**config.mk**
```make
export PLATFORM = sky130hd
export DESIGN_NAME = battery_pack_protection
export DESIGN_NICKNAME = d
export VERILOG_FILES = /design/src/hdl/bpp_pkg.sv /design/src/hdl/bpp_cfg.sv /design/src/hdl/bpp_core.sv /design/src/hdl/battery_pack_protection.sv
export SDC_FILE = /design/constraint.sdc
export NUM_CORES = 1
export LEC_CHECK = 0
export BUFFER_PORTS_ARGS = -buffer_cell sky130_fd_sc_hd__buf_2
export CORE_ASPECT_RATIO = 1.75
export CORE_UTILIZATION = 45
export DETAILED_ROUTE_END_ITERATION = 12
export PLACE_DENSITY = 0.66
export SKIP_CTS_REPAIR_TIMING = 1
export SYNTH_ARGS = -nofsm -noshare
export SYNTH_HDL_FRONTEND = slang
export SYNTH_SLANG_ARGS = --single-unit
```
**constraint.sdc**
```tcl
create_clock -name i_clk -period 6.85 [get_ports i_clk]
set_input_delay 1.0275 -clock i_clk [delete_from_list [all_inputs] [get_ports i_clk]]
set_output_delay 1.0275 -clock i_clk [all_outputs]
set_load 0.02 [all_outputs]
```
**src/hdl/bpp_pkg.sv**
```systemverilog
package bpp_pkg;

    localparam int CELL_FIELDS = 6;
    localparam int MV_W        = 16;
    localparam int CUR_W       = 16;
    localparam int TEMP_W      = 8;
    localparam int CMD_W       = 3;
    localparam int CFG_IDX_W   = 3;
    localparam int CFG_DATA_W  = 16;

    // host commands
    localparam logic [CMD_W-1:0] CMD_NONE      = 3'd0;
    localparam logic [CMD_W-1:0] CMD_CLOSE_DSG = 3'd1;
    localparam logic [CMD_W-1:0] CMD_OPEN_DSG  = 3'd2;
    localparam logic [CMD_W-1:0] CMD_CLOSE_CHG = 3'd3;
    localparam logic [CMD_W-1:0] CMD_OPEN_CHG  = 3'd4;

    // register indexes
    localparam logic [CFG_IDX_W-1:0] REG_OV_TRIP    = 3'd0;
    localparam logic [CFG_IDX_W-1:0] REG_OV_RELEASE = 3'd1;
    localparam logic [CFG_IDX_W-1:0] REG_UV_TRIP    = 3'd2;
    localparam logic [CFG_IDX_W-1:0] REG_UV_RELEASE = 3'd3;
    localparam logic [CFG_IDX_W-1:0] REG_CUR_LIMIT  = 3'd4;
    localparam logic [CFG_IDX_W-1:0] REG_TEMP_LIMIT = 3'd5;

    // register reset values
    localparam logic [MV_W-1:0]          RST_OV_TRIP    = 16'd4200;
    localparam logic [MV_W-1:0]          RST_OV_RELEASE = 16'd4000;
    localparam logic [MV_W-1:0]          RST_UV_TRIP    = 16'd2800;
    localparam logic [MV_W-1:0]          RST_UV_RELEASE = 16'd3000;
    localparam logic signed [CUR_W-1:0]  RST_CUR_LIMIT  = 16'sd5000;
    localparam logic signed [TEMP_W-1:0] RST_TEMP_LIMIT = 8'sd35;

    typedef logic [CELL_FIELDS-1:0][MV_W-1:0] t_cells;

    typedef struct packed {
        logic [MV_W-1:0]          ov_trip;
        logic [MV_W-1:0]          ov_release;
        logic [MV_W-1:0]          uv_trip;
        logic [MV_W-1:0]          uv_release;
        logic signed [CUR_W-1:0]  cur_limit;
        logic signed [TEMP_W-1:0] temp_limit;
    } t_cfg;

    typedef struct packed {
        logic chg_on;
        logic dsg_on;
        logic ov;
        logic uv;
        logic oc;
        logic ot;
    } t_prot;

    typedef struct packed {
        t_prot prot;
        logic  clr;
    } t_res;

endpackage

```
**src/hdl/bpp_cfg.sv**
```systemverilog
module bpp_cfg (
    input  logic                               i_clk,
    input  logic                               i_rst_n,
    input  logic                               i_cfg_we,
    input  logic [bpp_pkg::CFG_IDX_W-1:0]      i_cfg_idx,
    input  logic [bpp_pkg::CFG_DATA_W-1:0]     i_cfg_data,
    output bpp_pkg::t_cfg                      o_cfg
);

    bpp_pkg::t_cfg r_cfg;

    always_ff @(posedge i_clk) begin
        if (!i_rst_n) begin
            r_cfg.ov_trip    <= bpp_pkg::RST_OV_TRIP;
            r_cfg.ov_release <= bpp_pkg::RST_OV_RELEASE;
            r_cfg.uv_trip    <= bpp_pkg::RST_UV_TRIP;
            r_cfg.uv_release <= bpp_pkg::RST_UV_RELEASE;
            r_cfg.cur_limit  <= bpp_pkg::RST_CUR_LIMIT;
            r_cfg.temp_limit <= bpp_pkg::RST_TEMP_LIMIT;
        end else if (i_cfg_we) begin
            case (i_cfg_idx)
                bpp_pkg::REG_OV_TRIP:    r_cfg.ov_trip    <= i_cfg_data;
                bpp_pkg::REG_OV_RELEASE: r_cfg.ov_release <= i_cfg_data;
                bpp_pkg::REG_UV_TRIP:    r_cfg.uv_trip    <= i_cfg_data;
                bpp_pkg::REG_UV_RELEASE: r_cfg.uv_release <= i_cfg_data;
                bpp_pkg::REG_CUR_LIMIT:  r_cfg.cur_limit  <= $signed(i_cfg_data);
                bpp_pkg::REG_TEMP_LIMIT:
                    r_cfg.temp_limit <= $signed(i_cfg_data[bpp_pkg::TEMP_W-1:0]);
                default: ;
            endcase
        end
    end

    assign o_cfg = r_cfg;

endmodule

```
**src/hdl/bpp_core.sv**
```systemverilog
module bpp_core #(
    parameter int CHK_CELLS = 6
) (
    input  logic                                i_clk,
    input  logic                                i_rst_n,
    input  logic                                i_adv,
    input  logic [bpp_pkg::CMD_W-1:0]           i_cmd,
    input  bpp_pkg::t_cells                     i_cells,
    input  logic signed [bpp_pkg::CUR_W-1:0]    i_cur,
    input  logic signed [bpp_pkg::TEMP_W-1:0]   i_temp,
    input  bpp_pkg::t_cfg                       i_cfg,
    output bpp_pkg::t_res                       o_res
);

    bpp_pkg::t_prot r_prot;
    bpp_pkg::t_prot n_prot;
    bpp_pkg::t_res  r_res;
    logic           n_clr;
    logic           any_ov;
    logic           all_below;
    logic           any_uv;
    logic           all_above;

    always_comb begin
        any_ov    = 1'b0;
        all_below = 1'b1;
        any_uv    = 1'b0;
        all_above = 1'b1;
        for (int i = 0; i < CHK_CELLS; i++) begin
            if (i_cells[i] > i_cfg.ov_trip)     any_ov    = 1'b1;
            if (i_cells[i] >= i_cfg.ov_release) all_below = 1'b0;
            if (i_cells[i] < i_cfg.uv_trip)     any_uv    = 1'b1;
            if (i_cells[i] <= i_cfg.uv_release) all_above = 1'b0;
        end
    end

    always_comb begin
        n_prot = r_prot;
        n_clr  = 1'b0;

        case (i_cmd)
            bpp_pkg::CMD_CLOSE_DSG: n_prot.dsg_on = 1'b1;
            bpp_pkg::CMD_OPEN_DSG:  n_prot.dsg_on = 1'b0;
            bpp_pkg::CMD_CLOSE_CHG: n_prot.chg_on = 1'b1;
            bpp_pkg::CMD_OPEN_CHG:  n_prot.chg_on = 1'b0;
            default: ;
        endcase

        if (any_ov) begin
            n_prot.chg_on = 1'b0;
            n_prot.ov     = 1'b1;
            n_clr         = 1'b1;
        end
        if (n_prot.ov && all_below) begin
            n_prot.chg_on = 1'b1;
            n_prot.ov     = 1'b0;
            n_clr         = 1'b1;
        end

        if (any_uv) begin
            n_prot.dsg_on = 1'b0;
            n_prot.uv     = 1'b1;
            n_clr         = 1'b1;
        end
        if (n_prot.uv && all_above) begin
            n_prot.dsg_on = 1'b1;
            n_prot.uv     = 1'b0;
            n_clr         = 1'b1;
        end

        if (i_cur > i_cfg.cur_limit) begin
            n_prot.chg_on = 1'b0;
            n_prot.dsg_on = 1'b0;
            n_prot.oc     = 1'b1;
            n_clr         = 1'b1;
        end
        if (n_prot.oc && (i_cur < i_cfg.cur_limit)) begin
            n_prot.chg_on = 1'b1;
            n_prot.dsg_on = 1'b1;
            n_prot.oc     = 1'b0;
            n_clr         = 1'b1;
        end

        if (i_temp > i_cfg.temp_limit) begin
            n_prot.chg_on = 1'b0;
            n_prot.dsg_on = 1'b0;
            n_prot.ot     = 1'b1;
            n_clr         = 1'b1;
        end
        if (n_prot.ot && (i_temp < i_cfg.temp_limit)) begin
            n_prot.chg_on = 1'b1;
            n_prot.dsg_on = 1'b1;
            n_prot.ot     = 1'b0;
            n_clr         = 1'b1;
        end
    end

    always_ff @(posedge i_clk) begin
        if (!i_rst_n) begin
            r_prot <= '0;
        end else if (i_adv) begin
            r_prot <= n_prot;
        end
    end

    always_ff @(posedge i_clk) begin
        if (i_adv) begin
            r_res.prot <= n_prot;
            r_res.clr  <= n_clr;
        end
    end

    assign o_res = r_res;

endmodule

```
**src/hdl/battery_pack_protection.sv**
```systemverilog
// Battery pack protection. One word per measurement round: host command, six cell voltages,
// pack current and temperature; one result word per round with both switch states, the four
// latched fault flags and a clear-status pulse. The block takes one word per clock cycle when
// not stalled; the result word passes through the input register, then the result register;
// the only loop is the protection state itself, which updates in the same cycle that reads it.
// Both channels use valid/stall; a result waiting under stall still lets one more word enter.
// Only the first NUM_CELLS cells (at most six) are checked. Thresholds reset to 4200/4000 mV
// overvoltage trip/release, 2800/3000 mV undervoltage trip/release, 5000 mA and 35 C. Users
// must write them through the register port only while idle; the block does not enforce this.
module battery_pack_protection #(
    parameter int NUM_CELLS = 6
) (
    input  logic                                i_clk,
    input  logic                                i_rst_n,
    input  logic                                i_cfg_we,
    input  logic [bpp_pkg::CFG_IDX_W-1:0]       i_cfg_idx,
    input  logic [bpp_pkg::CFG_DATA_W-1:0]      i_cfg_data,
    input  logic                                i_in_valid,
    output logic                                o_in_stall,
    input  logic [bpp_pkg::CMD_W-1:0]           i_cmd,
    input  logic [bpp_pkg::MV_W-1:0]            i_cell_mv_a,
    input  logic [bpp_pkg::MV_W-1:0]            i_cell_mv_b,
    input  logic [bpp_pkg::MV_W-1:0]            i_cell_mv_c,
    input  logic [bpp_pkg::MV_W-1:0]            i_cell_mv_d,
    input  logic [bpp_pkg::MV_W-1:0]            i_cell_mv_e,
    input  logic [bpp_pkg::MV_W-1:0]            i_cell_mv_f,
    input  logic signed [bpp_pkg::CUR_W-1:0]    i_pack_current_ma,
    input  logic signed [bpp_pkg::TEMP_W-1:0]   i_temperature_c,
    output logic                                o_out_valid,
    input  logic                                i_out_stall,
    output logic                                o_charge_enable,
    output logic                                o_discharge_enable,
    output logic                                o_overvoltage_active,
    output logic                                o_undervoltage_active,
    output logic                                o_overcurrent_active,
    output logic                                o_overtemp_active,
    output logic                                o_clear_status
);

    localparam int CHK_CELLS = (NUM_CELLS > bpp_pkg::CELL_FIELDS) ? bpp_pkg::CELL_FIELDS
                                                                   : NUM_CELLS;

    logic                               r_in_vld;
    logic [bpp_pkg::CMD_W-1:0]          r_cmd;
    bpp_pkg::t_cells                    r_cells;
    logic signed [bpp_pkg::CUR_W-1:0]   r_cur;
    logic signed [bpp_pkg::TEMP_W-1:0]  r_temp;
    logic                               r_out_vld;
    logic                               out_ready;
    logic                               adv;
    logic                               in_acc;
    bpp_pkg::t_cfg                      cfg;
    bpp_pkg::t_res                      res;

    assign out_ready  = !r_out_vld || !i_out_stall;
    assign adv        = r_in_vld && out_ready;
    assign o_in_stall = r_in_vld && !out_ready;
    assign in_acc     = i_in_valid && !o_in_stall;

    always_ff @(posedge i_clk) begin
        if (!i_rst_n) begin
            r_in_vld  <= 1'b0;
            r_out_vld <= 1'b0;
        end else begin
            if (in_acc) begin
                r_in_vld <= 1'b1;
            end else if (adv) begin
                r_in_vld <= 1'b0;
            end
            if (out_ready) begin
                r_out_vld <= r_in_vld;
            end
        end
    end

    always_ff @(posedge i_clk) begin
        if (in_acc) begin
            r_cmd      <= i_cmd;
            r_cells[0] <= i_cell_mv_a;
            r_cells[1] <= i_cell_mv_b;
            r_cells[2] <= i_cell_mv_c;
            r_cells[3] <= i_cell_mv_d;
            r_cells[4] <= i_cell_mv_e;
            r_cells[5] <= i_cell_mv_f;
            r_cur      <= i_pack_current_ma;
            r_temp     <= i_temperature_c;
        end
    end

    bpp_cfg u_cfg (
        .i_clk      (i_clk),
        .i_rst_n    (i_rst_n),
        .i_cfg_we   (i_cfg_we),
        .i_cfg_idx  (i_cfg_idx),
        .i_cfg_data (i_cfg_data),
        .o_cfg      (cfg)
    );

    bpp_core #(
        .CHK_CELLS (CHK_CELLS)
    ) u_core (
        .i_clk   (i_clk),
        .i_rst_n (i_rst_n),
        .i_adv   (adv),
        .i_cmd   (r_cmd),
        .i_cells (r_cells),
        .i_cur   (r_cur),
        .i_temp  (r_temp),
        .i_cfg   (cfg),
        .o_res   (res)
    );

    assign o_out_valid           = r_out_vld;
    assign o_charge_enable       = res.prot.chg_on;
    assign o_discharge_enable    = res.prot.dsg_on;
    assign o_overvoltage_active  = res.prot.ov;
    assign o_undervoltage_active = res.prot.uv;
    assign o_overcurrent_active  = res.prot.oc;
    assign o_overtemp_active     = res.prot.ot;
    assign o_clear_status        = res.clr;

endmodule

```
; ---- Word-level counts from Yosys, hierarchy flattened
; Cells that the tools add are included.
[classes]
magnitude_cmp = 28
muxes = 45
eq_ne = 9
reduce_logical = 21
[op_table]
columns = cell, count
row1 = $gt 16x16->1, 7
row2 = $lt 16x16->1, 7
row3 = $ge 16x16->1, 6
row4 = $le 16x16->1, 6
row5 = $mux 1, 39
row6 = $eq 3x2->1 const B, 4
row7 = $reduce_and 2->1, 6
row8 = $eq 3x3->1 const B, 3
row9 = $gt 8x8->1, 1
row10 = $lt 8x8->1, 1
row11 = $mux 2, 4
row12 = $logic_and 1x1->1, 7
row13 = $reduce_or 7->1, 1
row14 = $eq 3x1->1 const B, 2
row15 = $logic_not 1->1, 4
row16 = $pmux 1 s2, 2
row17 = $logic_not 3->1, 1
row18 = $reduce_bool 2->1, 1
row19 = $logic_or 1x1->1, 1
[word_totals]
input_bits = 147
out_inout_bits = 9
word_cells = 133
regBits = 226

; ---- Depth between registers and ports, before layout
; Gate-level depths: netlist of run 1.
[logic_depth]
ltp_word = 14
ltp_mapped = 11
ltp_nobuf = 11

; ---- Modules after synthesis
; A second synthesis of run 1 with hierarchy kept.
[unflattened]
cells_unflattened = 1616
hier_area_um2 = 16681.0
[by_module_without_submodules]
columns = module, seq_area_each_um2, cells_each, instances, area_each_um2
row1 = bpp_core, 330.3, 1158, 1, 9481.6
row2 = battery_pack_protection, 3733.6, 131, 1, 3777.4
row3 = bpp_cfg, 1761.7, 327, 1, 3422.0

; ---- Worst setup path before layout of run 1
; No wires, ideal clock.
[synth_timing]
path_type = input to register
startpoint = input i_out_stall
endpoint = register r_cells[0] (netlist bit), enable pin
setup_ns = 0.618
cell_stages = 2
n_path_buf = 0
arrival_ns = 6.710
t_required_ns = 6.232
setup_slack_ns = -0.478
path_cell_list = and3_1 > nor2b_1
[synth_via]
elab_chain_cells = 6
[synth_lines]
columns = element, line
row1 = from (decl), battery_pack_protection.sv:30  ; input logic i_out_stall,
row2 = $logic_not 1->1, battery_pack_protection.sv:55  ; assign out_ready = !r_out_vld || !i_out_stall;
row3 = $logic_or 1x1->1, battery_pack_protection.sv:55
row4 = $logic_not 1->1, battery_pack_protection.sv:57  ; assign o_in_stall = r_in_vld && !out_ready;
row5 = $logic_and 1x1->1, battery_pack_protection.sv:57
row6 = $logic_not 1->1, battery_pack_protection.sv:58  ; assign in_acc = i_in_valid && !o_in_stall;
row7 = $logic_and 1x1->1, battery_pack_protection.sv:58
row8 = via in_acc, battery_pack_protection.sv:51  ; logic in_acc;
row9 = to (decl), battery_pack_protection.sv:45  ; bpp_pkg::t_cells r_cells;
; The timed path passes the listed nets, and every way through them passes these cells.
; A chain may end at the register's enable or synchronous reset.

==> metrics.yaml, run 1 <==
p_int_mw: 2.53
r2r_slack_ns: 2.81
ys_top_cells_by_count: "402 x ha_1, 199 x nand2_1, 163 x a21oi_1, 130 x edfxtp_1, 106 x inv_1"
finalCritPeriodShare: 0.589
syn2layout_area_growth_pct: 13.6
drt_iter0_drc: 622
power_switching_mw: 1.06
port_buffers: 155
cts_tree: "yes"
setup_slack_ns: 2.81
die_y_um: 253
pre_cts_ws_ns: 2.95
synth_edf_count: 130
worstPathMaxFanout: 7
yosys-top-cells-area: "ha_1 31%, edfxtp_1 24%, dfxtp_1 12%"
cts_sinks: 226
combPwrFrac: 0.163
crit_arrival_ns: 4.36
rsz0062_at_grt: "false"
final_max_slew_viol_count: 0
synth.most_common_cell: "ha_1"
reg2reg_from: "u_cfg.o_cfg[31]"
routabilityCongestion: 1.09
nNetsFinal: 2348
cellPowerDensity_nw_per_um2: 195
clock_latency_ns: 0.58
crit_type: "reg2reg"
clock_path_buffers: 3
synthDistinctLibCells: 53
period_needed_ns: 4.04
swShare: 0.294
dpl_cell_area_um2: 17600
finalSetupTns_ns: 0
drv_cap: 0
htree_levels: 1
rows: 91
antenna_found_initial: 1
setup_violations: 0
pwr-share-clk: 0.398
wirelength_um: 58900
viasPerCell: 6.00
clkSlewWorstSetupHoldPaths_ns: 0.07
synthFlopType: "edfxtp_1"
synth_top_cell_by_area: "ha_1"
seqPwrFrac: 0.439
grt_pass1_wl_um: 86500
yosysTopAreaCellShare: 0.310
p_leak_nw: 8.01
place_hpwl_um: 48000
avgSynthCellArea_um2: 9.93
die-area_um2: 36800
fmax_mhz: 248
first_global_vias: 13971
hold_violations: 0
startpoint_type: "register"
root_buffer: "clkbuf_16"
remaining_drc_errors: 0
tightestPinTransition_ns: 1.36
synthArstFlopShare: 0
multi_input_area_um2: 9920
ir_drop_v: 0.000206
final_antenna_net_count: 0
first_pass_iters: 5
netlist_area_um2: 16200
synth_seq_cells: 226
syn_inst: 1633
grt_usage: 0.323
grt_max_degree: 64
whs_ns: 0.456
cp.required_ns: 7.17
reg2regPathDepth: 11
stdcell_area_um2: 18400
hold_path_class: "reg2reg"
via_count: 13713
wl_per_cell_um: 25.8
whs_endpoint: "u_cfg.o_cfg[37]"
yosys_warnings: 0
hold_depth: 2
status: "completed"
initial_core_util: 0.458
grt_overflow_total: 0
min_from: "u_cfg.o_cfg[37]"
reg2reg_to: "u_core.o_res[5]"
setup.worst_path.end_class: "register"
synth_nets: 2182
io_pins: 156
fillers: 3228
design.core.area_um2: 35400
maxSlewHeadroom: 0.0679
clock_skew_ns: 0.0203
seq_area_um2: 5830
drive_gt1_frac: 0.117
cts_made_buffers: 25
synth_seq_area_share: 0.359
fp.dieW_um: 145
state kept, by name, summed over array words and instances (netlist names):
name	flops
r_temp	8
r_cmd	3
r_in_vld	1
o_out_valid	1
u_core.o_res	7
r_cur	16
u_cfg.o_cfg	88
r_cells	96
u_core.r_prot	6
critical path, stage by stage, from the launching register on:
cell       delay, ns
dfxtp_1         0.30
inv_1           0.31
ha_1            0.35
a2111oi_0       0.41
a2111o_1        0.17
a31oi_1         0.08
a2111oi_0       1.19
nor4b_1         0.14
nand4_1         0.34
a31oi_1         0.08
a211oi_1        0.34
nor2_1          0.07
stage by stage:
step,std cells,total power [mW],utilization
finish,2284,3.59,0.520
global route,2283,3.73,0.520
CTS,2283,3.60,0.520
detailed placement,2237,2.18,0.496
global placement,2237,2.16,0.496
floorplan,1633,1.92,-
routing by layer:
| layer | vias up | global-route usage | part of all wire |
|---|---|---|---|
| met1 | 6398 | 0.318 | 0.35 |
| met3 | 255 | 0.0441 | 0.046 |
| met2 | 493 | 0.563 | 0.49 |
| li1 | 6567 | - | - |
| met4 | 0 | 0.346 | 0.12 |
| met5 | - | 0 | 0 |
kinds of logic (layout without fill, tap and decap cells):
family,count (synthesis),count (layout),synth area share
compound gates,419,419,0.167
fa+ha+maj,402,402,0.310
buf+inv,130,315,0.0301
flops,226,226,0.359
mux,1,1,0.000618
other cells,0,1,0
simple gates,455,455,0.133
final cells by class:
class,instances,share of cell area
multi-input combinational,1277,0.539
sequential,226,0.316
timing repair buffer,161,0.0446
clock buffer,30,0.0366
tap,465,0.0316
inverter,108,0.0220
clock inverter,16,0.00999
antenna,1,0.000136
power groups by stage:
stage | clock network [mW] | registers (mW) | logic, mW
6_report | 1.43 | 1.57 | 0.586
5_1_grt | 1.50 | 1.58 | 0.651
4_1_cts | 1.45 | 1.57 | 0.579
3_5_place_dp | 0 | 1.60 | 0.575
3_3_place_gp | 0 | 1.60 | 0.561
2_1_floorplan | 0 | 1.58 | 0.347
cell usage in the layout, fill, tap and decap left out, types with 7 or more instances in the layout:
master,n
o21ai_0,46
clkbuf_16,25
nor2b_1,22
a21oi_1,163
a211oi_1,23
o21a_1,12
inv_1,106
nor3_1,22
nand2_1,199
edfxtp_1,130
a211o_1,7
buf_2,155
a221o_1,8
nand4_1,69
ha_1,402
o211ai_1,46
a2111oi_0,12
nor2_1,50
nand2b_1,17
or3_1,8
a21o_1,48
nand3_1,43
dfxtp_1,96
worst max-delay path by stage:
stage / from / to / slack [ns] / cells after the start
CTS: u_cfg.o_cfg[31] / u_core.o_res[5] / 2.93 / 11
floorplan: i_out_stall / r_cells[0] / 1.88 / 2
finish: u_cfg.o_cfg[31] / u_core.o_res[5] / 2.81 / 11
global route: u_cfg.o_cfg[31] / u_core.o_res[5] / 2.72 / 11
global placement: u_cfg.o_cfg[33] / u_core.o_res[5] / 2.92 / 11
detailed placement: u_cfg.o_cfg[31] / u_core.o_res[5] / 2.95 / 11
Note: power is estimated with default switching activity, not from simulation.
==> run 2: changes to the inputs <==
- clock period: 6.85 -> 3.5 ns (I/O delays scaled with it)
==> run 2 against run 1 <==
Net effect: the run now ends with setup timing left; critical path type unchanged; first-iteration DRC count is 29% higher; core utilization is 2.4 points higher; combinational power is 110% higher; cell count is 4.5% higher; global-route usage is 1.1 points higher; register-to-register slack worse by 2.8 ns.
==> metrics.yaml, run 2 (synthesis gave the netlist of run 1 again) <==
wirelength_um: 61600  # +4.6%
largest_register_ffs: 96  # unchanged
clock_path_buffers: 3  # unchanged
power_mw: 7.23  # +100%
p_leak_nw: 8.52  # +6.3%
dpl_cell_area_um2: 18300  # +4.4%
viasPerCell: 6.02  # +0.28%
stdcell_area_um2: 19300  # +4.7%
ir_drop_v: 0.000433  # +110%
routabilityCongestion: 1.02  # -7.1%
cp_cell_sequence: "ha_1 -> nand4_1 -> nor3_1 -> a221oi_1 -> a31oi_1 -> buf_4 -> and4_1 -> and2_1 -> buf_4 -> a211oi_1 -> nor2_1"
cts_tree: "yes"
grt_overflow_total: 0  # unchanged
violations: "setup timing"
cp_num_buf_inv: 2  # +1
syn2layout_area_growth_pct: 18.9
grt_max_degree: 68  # +6.3%
fillers: 3220  # -0.25%
max_stage_delay_ns: 0.56  # -0.63 ns
slowest_stage: "a221oi_1"
die_y_um: 253  # unchanged
final_antenna_net_count: 0  # unchanged
via_count: 14372  # +4.8%
hold_violations: 0  # unchanged
cts_made_buffers: 26  # +4.0%
period_needed_ns: 3.52  # -0.518 ns
worstPathMaxFanout: 4  # -3
crit_arrival_ns: 3.82  # -0.54 ns
cpMostUsedCell: "buf_4"
cpLargestDelayFamily: "compound AO/OA/AOI/OAI gates"
clock_skew_ns: 0.00941  # -0.0109 ns
initial_core_util: 0.458  # unchanged
maxSlewHeadroom: 0.476  # +0.408
port_buffers: 155  # unchanged
design.core.area_um2: 35400  # unchanged
drive_gt1_frac: 0.164  # +0.0474
tightestPinTransition_ns: 0.785  # -0.578 ns
whs_ns: 0.126  # -0.330 ns
first_pass_iters: 8  # +3
first_global_vias: 14712  # +5.3%
regMostFlops: "r_cells"
antenna_found_initial: 0  # -1
crit_type: "reg2reg"
cp.required_ns: 3.81  # -3.36 ns
die-area_um2: 36800  # unchanged
drt_iter0_drc: 804  # +29%
place_hpwl_um: 49900  # +4.0%
finalSetupTns_ns: -0.0183  # -0.0183 ns
grt_usage: 0.333  # +0.0109
wl_per_cell_um: 25.8  # about the same
place_inst: 2337  # +4.5%
final_common_cell: "ha_1"
io_pins: 156  # unchanged
nNetsFinal: 2450  # +4.3%
finalCritPeriodShare: 1.01  # +0.416
hold_path_class: "in2reg"
root_buffer: "clkbuf_16"
rsz0062_at_grt: "true"
cellPowerDensity_nw_per_um2: 375  # +93%
pre_cts_ws_ns: -0.0188  # -2.97 ns
setup_violations: 1  # +1
startpoint_type: "register"
fp.dieW_um: 145  # unchanged
htree_levels: 1  # unchanged
final_max_slew_viol_count: 0  # unchanged
final_cell_mix: "402 x ha_1, 199 x nand2_1, 162 x a21oi_1, 155 x buf_2, 130 x edfxtp_1"
remaining_drc_errors: 0  # unchanged
grt_pass1_wl_um: 89300  # +3.2%
drv_cap: 0  # unchanged
rows: 91  # unchanged
cts_sinks: 226  # unchanged
fin_cells: 2387  # +4.5%
setup_slack_ns: -0.0183  # -2.83 ns
setup.worst_path.end_class: "register"
status: "complete, but fails checks"
fin_util: 0.544  # +0.0242
fmax_mhz: 284  # +15%
clock_latency_ns: 0.56  # -0.02 ns
clkSlewWorstSetupHoldPaths_ns: 0.07  # about the same
## run 2: area by class of cell
type                            count  area, um2  area share
Inverter                          108        409      0.0212
Antenna cell                        1       2.50    0.000130
Multi-Input combinational cell   1277       9950       0.516
Tap cell                          465        582      0.0302
Clock buffer                       34        691      0.0358
Clock inverter                     14        204      0.0106
Sequential cell                   226       5830       0.302
Timing Repair Buffer              262       1600      0.0832
## run 2: power breakdown
part	internal, mW	switching, mW
clock	1.70	1.21
combinational	0.508	0.743
sequential	2.94	0.125
## run 2: final timing paths
kind,depth (start not counted),to,slack [ns],startpoint
min,1,r_cells[46],0.13,i_cell_mv_c[14]
max,11,u_core.o_res[5],-0.02,r_cells[59]
max reg2reg,11,u_core.o_res[5],-0.02,r_cells[59]
min reg2reg,2,u_cfg.o_cfg[12],0.45,u_cfg.o_cfg[12]
## run 2: per-layer routing
layer	vias up	track usage	wire, um
met5	-	0	0
met3	259	0.0396	2760
met2	531	0.614	31300
met1	6820	0.327	21200
li1	6762	-	-
met4	0	0.301	6260
## run 2: worst reg2reg max path, cell delays in order, from the launching register on
cell and delay, ns:
edfxtp_1 0.51, ha_1 0.38, nand4_1 0.40, nor3_1 0.11, a221oi_1 0.56, a31oi_1 0.17, buf_4 0.15, and4_1 0.24
and2_1 0.18, buf_4 0.14, a211oi_1 0.32, nor2_1 0.09
==> run 3: changes to the inputs <==
- CTS_BUF_LIST: default -> sky130_fd_sc_hd__clkbuf_8
==> run 3 against run 2 <==
Net effect: the run still ends with setup timing left; core utilization increased by 0.15 points; cell area increased by 0.28%; first-iteration DRC count decreased by 0.12%; clock-buffer cell count increased by 9; cell count increased by 1.0%; non-clock buffer count increased by 2; maximum frequency decreased by 1.3%; critical path depth unchanged; wire length increased by 1.2%.
==> metrics.yaml, run 3 (synthesis gave the netlist of run 1 again) <==
status: "complete, but fails checks"
violations: "setup timing"
pre_cts_ws_ns: -0.0188  # unchanged
crit_arrival_ns: 3.90  # +0.08 ns
fillers: 3244  # +0.75%
clock_skew_ns: 0.0220  # +0.0125 ns
rsz0062_at_grt: "false"
stdcell_area_um2: 19300  # +0.28%
startpoint_type: "register"
final_max_slew_viol_count: 0  # unchanged
syn2layout_area_growth_pct: 19.2
root_buffer: "clkbuf_8"
final_cell_mix: "400 x ha_1, 199 x nand2_1, 162 x a21oi_1, 155 x buf_2, 130 x edfxtp_1"
tightestPinTransition_ns: 0.775  # -0.0102 ns
via_count: 14431  # +0.41%
cts_tree: "yes"
maxSlewHeadroom: 0.483  # +0.00680
setup.worst_path.end_class: "register"
nNetsFinal: 2463  # +0.53%
antenna_found_initial: 2  # +2
die-area_um2: 36800  # unchanged
wirelength_um: 62300  # +1.2%
cellPowerDensity_nw_per_um2: 367  # -2.1%
period_needed_ns: 3.57  # +0.0467 ns
clkSlewWorstSetupHoldPaths_ns: 0.07  # about the same
rows: 91  # unchanged
dpl_cell_area_um2: 18300  # unchanged
fp.dieW_um: 145  # unchanged
viasPerCell: 5.99  # -0.59%
final_antenna_net_count: 0  # unchanged
hold_violations: 0  # unchanged
remaining_drc_errors: 0  # unchanged
regMostFlops: "r_cells"
largest_register_ffs: 96  # unchanged
seq_area_um2: 5830  # unchanged
ir_drop_v: 0.000449  # +3.7%
io_pins: 156  # unchanged
fmax_mhz: 281  # -1.3%
clock_latency_ns: 0.59  # +0.03 ns
drv_cap: 0  # unchanged
drive_gt1_frac: 0.174  # +0.0105
finalSetupTns_ns: -0.0650  # -0.0467 ns
port_buffers: 155  # unchanged
grt_usage: 0.339  # +0.00601
setup_violations: 1  # unchanged
first_global_vias: 14772  # +0.41%
cts_made_buffers: 37  # +42%
final_common_cell: "ha_1"
place_hpwl_um: 49900  # unchanged
htree_levels: 2  # +1
finalCritPeriodShare: 1.02  # +0.0134
clock_path_buffers: 3  # unchanged
worstPathMaxFanout: 4  # unchanged
routabilityCongestion: 1.02  # unchanged
whs_ns: 0.102  # -0.0238 ns
hold_path_class: "in2reg"
crit_type: "reg2reg"
initial_core_util: 0.458  # unchanged
multi_input_area_um2: 10000  # +0.62%
drt_iter0_drc: 803  # -0.12%
grt_overflow_total: 0  # unchanged
design.core.area_um2: 35400  # unchanged
grt_pass1_wl_um: 90400  # +1.2%
cts_sinks: 226  # unchanged
wl_per_cell_um: 25.9  # +0.23%
grt_max_degree: 68  # unchanged
setup_slack_ns: -0.0650  # -0.0467 ns
first_pass_iters: 6  # -2
cp.required_ns: 3.84  # +0.03 ns
die_y_um: 253  # unchanged
p_leak_nw: 8.58  # +0.73%
-- run 3: cell types whose count changed in the layout (fill, tap and decap cells not counted), sizes merged --
cell | previous run | this run
buf | 262 | 264
clkinv | 6 | 9
clkbuf | 34 | 43
inv | 110 | 117
diode | 1 | 3
bufinv | 4 | 5
-- run 3: area by class of cell --
class / count / share of cell area
repair buffers: 264 / 0.0844
multi-input cells: 1277 / 0.518
diodes: 3 / 0.000388
flip-flops and latches: 226 / 0.301
well taps: 465 / 0.0301
clock inverters: 25 / 0.0136
inverters: 108 / 0.0212
clock buffers: 43 / 0.0306
-- run 3: path summary, 6_finish.rpt --
kind	start	end	slack [ns]	cells past startpoint
worst max-delay path	r_cells[59]	u_core.o_res[5]	-0.07	11
worst min-delay path	i_cell_mv_f[8]	r_cells[88]	0.10	1
worst max register to register	r_cells[59]	u_core.o_res[5]	-0.07	11
worst min register to register	u_cfg.o_cfg[50]	u_cfg.o_cfg[50]	0.46	2
-- run 3: per-stage QoR --
step,instances,power (mW),utilization
2_1_floorplan,1633,3.76,-
3_3_place_gp,2337,4.31,0.517
3_5_place_dp,2337,4.34,0.517
4_1_cts,2405,7.10,0.542
5_1_grt,2409,7.37,0.546
6_report,2411,7.10,0.546
-- run 3: metal layers --
| layer | track usage | part of all wire |
|---|---|---|
| met2 | 0.614 | 0.50 |
| met5 | 0 | 0 |
| met1 | 0.329 | 0.34 |
| met3 | 0.0532 | 0.056 |
| met4 | 0.320 | 0.11 |
-- run 3: worst max-delay path, stage by stage, from the launching register on --
cell and delay [ns]:
edfxtp_1 0.52, ha_1 0.38, nand4_1 0.42, nor3_1 0.11
a221oi_1 0.60, a31oi_1 0.17, buf_4 0.16, and4_1 0.25
and2_1 0.18, buf_4 0.13, a211oi_1 0.31, nor2_1 0.08
-- run 3: power by group --
group	switching (mW)	internal [mW]
registers	0.124	2.94
clock network	1.25	1.52
logic	0.754	0.515
